==> config.mk <==
export PLATFORM = sky130hd
export DESIGN_NAME = lavm_mul
export DESIGN_NICKNAME = d
export VERILOG_FILES = /design/src/design/lavm_pkg.sv /design/src/design/lavm_mul.sv
export SDC_FILE = /design/constraint.sdc
export NUM_CORES = 2
export LEC_CHECK = 0
export ABC_AREA = 1
export BUFFER_PORTS_ARGS = -buffer_cell sky130_fd_sc_hd__buf_2
export CELL_PAD_IN_SITES_DETAIL_PLACEMENT = 1
export CELL_PAD_IN_SITES_GLOBAL_PLACEMENT = 1
export CORE_MARGIN = 3
export CORE_UTILIZATION = 35
export CTS_CLUSTER_DIAMETER = 200
export DETAILED_ROUTE_END_ITERATION = 10
export GPL_TIMING_DRIVEN = 0
export PLACE_DENSITY = 0.74
export SETUP_SLACK_MARGIN = 0.15
export SYNTH_ARGS = -nofsm -noshare
export SYNTH_HDL_FRONTEND = slang
export SYNTH_SLANG_ARGS = --single-unit
==> constraint.sdc <==
create_clock -name clk -period 0.9 [get_ports clk]
set_input_delay 0.18 -clock clk [delete_from_list [all_inputs] [get_ports clk]]
set_output_delay 0.18 -clock clk [all_outputs]
set_load 0.03 [all_outputs]
==> src/design/lavm_pkg.sv <==
// lavm_pkg: shared types, constants and saturation helpers for the look-at camera block
// no dependencies; imported by lavm_mul, lavm_norm and look_at_view_matrix
package lavm_pkg;

	localparam int FRAC_BITS = 16;
	localparam int WORD_BITS = 32;
	localparam int AX_W      = FRAC_BITS + 2;
	localparam int DIFF_W    = WORD_BITS + 1;
	localparam int PROD_W    = 2 * WORD_BITS;
	localparam int ACC_W     = PROD_W;

	localparam logic signed [ACC_W-1:0] ONE      = ACC_W'(1) <<< FRAC_BITS;
	localparam logic signed [ACC_W-1:0] STEP_005 = ACC_W'(((1 << FRAC_BITS) * 5 + 50) / 100);
	localparam logic signed [ACC_W-1:0] WMAX     = (ACC_W'(1) <<< (WORD_BITS - 1)) - 1;
	localparam logic signed [ACC_W-1:0] WMIN     = -(ACC_W'(1) <<< (WORD_BITS - 1));

	typedef logic signed [AX_W-1:0]      axis_t;
	typedef logic signed [WORD_BITS-1:0] word_t;
	typedef logic signed [DIFF_W-1:0]    diff_t;
	typedef logic signed [ACC_W-1:0]     acc_t;

	typedef enum logic [1:0] {
		OP_LOOK    = 2'd0,
		OP_LOOK_AT = 2'd1,
		OP_MOVE    = 2'd2,
		OP_NONE    = 2'd3
	} op_t;

	// tag that travels with a product through the multiplier register
	typedef struct packed {
		logic       vld;
		logic       neg;
		logic       last;
		logic [1:0] grp;
	} mtag_t;

	function automatic axis_t clamp_axis(input acc_t x);
		acc_t r;
		r = (x > ONE) ? ONE : ((x < -ONE) ? -ONE : x);
		return r[AX_W-1:0];
	endfunction

	function automatic word_t sat_word(input acc_t x);
		acc_t r;
		r = (x > WMAX) ? WMAX : ((x < WMIN) ? WMIN : x);
		return r[WORD_BITS-1:0];
	endfunction

endpackage

==> src/design/lavm_mul.sv <==
// lavm_mul: shared signed multiplier with a registered product and tag
// depends on lavm_pkg
module lavm_mul import lavm_pkg::*; (
	input  logic                     clk,
	input  logic                     arst_n,
	input  word_t                    a,
	input  word_t                    b,
	input  mtag_t                    tag,
	output logic signed [PROD_W-1:0] p_s1,
	output mtag_t                    tag_s1
);

	always_ff @(posedge clk or negedge arst_n) begin
		if (!arst_n) begin
			tag_s1 <= '0;
		end else begin
			tag_s1 <= tag;
		end
	end

	always_ff @(posedge clk) begin
		p_s1 <= a * b;
	end

endmodule

Yosys cells after proc, flatten, opt, wreduce, memory -nomap -nowiden
Cells that the tools add are included.
{"block": "totals", "in_bits": 71, "elab_cells": 6, "out_inout_bits": 69, "regBits": 69}
{"block": "classes", "multipliers": 1}
{"cell": "$mul 32x32->64", "count": 1}

Longest topological paths before layout
{"block": "logic_depth", "depth_word": 1, "depth_mapped": 31, "depth_no_buf": 30}

Worst setup path before layout
No wires, ideal clock.
{"block": "synth_path", "kind": "input -> register", "startpoint": "input a[31]", "endpoint": "register p_s1[59]", "slack_ns": -5.924, "setup_time_ns": 0.113, "stages": 27, "arrival_ns": 6.712, "path_cell_list": "clkbuf_1 -> nand2_1 -> inv_1 -> fa_1 -> inv_1 -> fa_1 -> inv_1 -> fa_1 -> fa_1 -> inv_1 -> fa_1 -> inv_1 -> fa_1 -> inv_1 -> fa_1 -> fa_1 -> inv_1 -> ha_1 -> nand2_2 -> nor2_1 -> inv_1 -> nor2_1 -> nand2_1 -> nor3_1 -> nand2_1 -> nand4_1 -> nand2_1"}
{"block": "synth_via", "elab_chain_cells": 1}
{"item": "from (decl)", "line_no": "lavm_mul.sv:6", "text": "input word_t a,"}
{"item": "$mul 32x32->64", "line_no": "lavm_mul.sv:22", "text": "p_s1 <= a * b;"}
{"item": "to (signal assigned)", "line_no": "lavm_mul.sv:22"}
{"item": "to (decl)", "line_no": "lavm_mul.sv:9", "text": "output logic signed [PROD_W-1:0] p_s1,"}
Every way passes these cells.

Worst setup path after layout
{"block": "layout_path", "startpoint": "input a[31]", "endpoint": "register p_s1[55]"}
Same word-level chain as after synthesis.

==> results_dict.tcl <==
set metrics [dict create \
    hpwl_mm 147.9 \
    wl_per_cell_um 26.28 \
    holdWs_ns 0.09454 \
    cp-end-kind "register" \
    root_buffer "clkbuf_16" \
    dr.pass1.iters 5 \
    violations "setup timing" \
    drv_slew 0 \
    worst_slew_pin_slew_ns 0.7321 \
    cts.sinks 69 \
    grt_pass1_vias 40224 \
    grt_usage_pct 30.28 \
    hp-start "b[0]" \
    fmaxAchievable_ghz 0.1498 \
    clkTransAtPathRegs_ns 0.06 \
    post_synth_num_cell_types 28 \
    setup_slack_ns -5.776 \
    clk_path_buf_depth 2 \
    cts_tree "done" \
    worst_path_max_delay_cell "fa_2" \
    drc 0 \
    cp_slowest_stage_delay_ns 0.63 \
    critPathRequiredTime_ns 1.13 \
    gp_congestion 1.006 \
    rows 123 \
    core_mm2 0.1134 \
    crit_family "adder cells" \
    hold_viol 0 \
    area_growth_pct 32.15 \
    dieWidth_um 345.5 \
    crit_buf_inv 8 \
    vias 35711 \
    yosys.area.top_type "fa_1" \
    netlist_area_mm2 0.04033 \
    hold_path_depth 3 \
    initial_utilization_pct 35.56 \
    critPathLaunchType "input pin" \
    finalSetupTns_ns -308.47 \
    nets 6857 \
    min_to "p_s1[0]" \
    period_minus_slack_ns 6.676 \
    synth_area_leaders "fa_1, inv_1, nand2_1, ha_1, dfxtp_1" \
    die_y_um 345.5 \
    grt_pass1_wl_mm 265.5 \
    grt_max_degree 23 \
    setup_violations 131 \
    synth_top_area_share_pct 53.71 \
    drive_gt1_share_pct 26.86 \
    critical_path_class "input pin to register" \
    viasPerCell 5.083 \
    finalWirelength_mm 184.6 \
    synth_seq_cells 69 \
    cap_violations 0 \
    dieArea_mm2 0.1193 \
    cp_max_fo 8 \
    yosysWarningCount 0 \
    hold_class "input pin to register" \
    antenna_found_initial 6 \
    status "complete, but fails checks" \
    grt.overflow.total 0 \
    relSlewSlack_pct 51.11 \
    postSynthAreaPerCell_um2 7.863 \
    fin_util_pct 46.99 \
    synth_fp_nets 6466 \
    place_worst_setup_slack_ns -7.441 \
    synthCells 5129 \
    rsz0062_at_grt "yes" \
    cts_buffers 9 \
    h-tree-depth 3 \
    drtIter0Drc 2801 \
    io_pins 140 \
    detail-route-antenna-nets 0 \
    cp.arrival_ns 6.91 \
    fin_crit_sh_pct 741.8 \
    port_buffers 139 \
    synth.yosys.seq_area_share_pct 3.487 \
]
per-stage QoR:
step / cell area [µm²] / std cells
after floorplan: 42560 / 5129
after global placement: 45140 / 6768
after global routing: 53290 / 7025
after detailed placement: 45140 / 6768
final: 53300 / 7026
after CTS: 51620 / 6962
how the worst max path moves through the flow:
stage          startpoint       end  slack [ns]  cells after the start
6_report            a[31]  p_s1[55]       -5.78                     26
3_5_place_dp        b[18]  p_s1[57]       -7.44                     24
2_1_floorplan       a[31]  p_s1[59]       -5.64                     25
3_3_place_gp        b[18]  p_s1[57]       -7.40                     24
5_1_grt             a[31]  p_s1[61]       -5.91                     31
4_1_cts             a[31]  p_s1[57]       -5.72                     29
flip-flops by register name (all words and copies together), names as in the netlist:
| register | cells |
|---|---|
| p_s1 | 64 |
| tag_s1 | 5 |
cells in the mapped netlist:
cell type and count:
inv_1 1692, nand2_1 1504, fa_1 1082, clkbuf_1 192, ha_1 184, nor2_1 93
nand3_1 73, dfxtp_1 64, a21oi_1 62, nor2_2 31, xor2_1 31, nand2_2 21
o21ai_0 17, nand4_1 13, nor3_1 11, inv_2 8, o21bai_1 8, or2_2 7
nand3_2 6, nand3b_1 6, dfrtp_1 5, nor3_2 5, o21ai_1 4, nor2_4 3
xnor2_1 3, a21o_1 2, a21oi_2 1, o21a_1 1
what timing repair did:
action | in CTS | in global routing
hold endpoints to repair | 10 | 0
gates cloned | 6 | 3
endpoints found under the setup margin | 133 | 131
pin swaps | 338 | 272
hold buffers | 6 | 0
gates resized for setup | 1053 | 379
buffers inserted | 167 | 59
cells by family (layout without fill, tap and decap cells):
logic type	count (synthesis)	count (layout)	share of synthesized area (%)
buffers and inverters	1892	2287	17.61
AND/OR/NAND/NOR	1773	1773	17.49
adder cells (fa/ha/maj)	1266	1266	59.42
AO/OA/AOI/OAI	95	95	1.256
flip-flops	69	69	3.487
XOR/XNOR	34	34	0.7384
other	0	2	0
layout make-up:
class	instances	area (µm²)
Inverter	1700	6421
Fill cell	13055	60130
Timing Repair Buffer	380	3637
Sequential cell	69	1420
Antenna cell	2	5.005
Tap cell	1500	1877
Clock inverter	3	18.77
Multi-Input combinational cell	3168	35870
Clock buffer	12	267.8
Buffer	192	3780
worst min-delay path: cells and delay by family:
kind / cells / cell delay (ns)
buf+inv: 2 / 0.17
simple gates: 1 / 0.06
layout by cell type, fill, tap and decap left out, types with 11 or more instances in the layout:
cell	instances
a21oi_1	14
a21oi_2	24
a21oi_4	25
buf_12	45
buf_2	65
buf_4	185
buf_6	65
buf_8	17
clkbuf_16	122
clkbuf_4	11
clkbuf_8	60
dfxtp_1	53
dfxtp_2	11
fa_1	940
fa_2	142
ha_1	110
ha_4	74
inv_1	1538
inv_2	150
nand2_1	1237
nand2_2	176
nand2_4	108
nand3_1	46
nand3_2	20
nand3_4	13
nand4_1	13
nor2_1	40
nor2_2	20
nor2_4	67
nor3_2	13
xor2_2	14
layer usage:
| layer | GRT usage [%] | share of wire [%] |
|---|---|---|
| met2 | 50.29 | 47 |
| met3 | 5.875 | 8.6 |
| met1 | 37.49 | 37 |
| met5 | 0 | 0.018 |
| met4 | 15.58 | 7.4 |
Power is left out: the tool's default activity adds up to more than one toggle a clock period on the data nets, which glitch-free logic cannot reach.
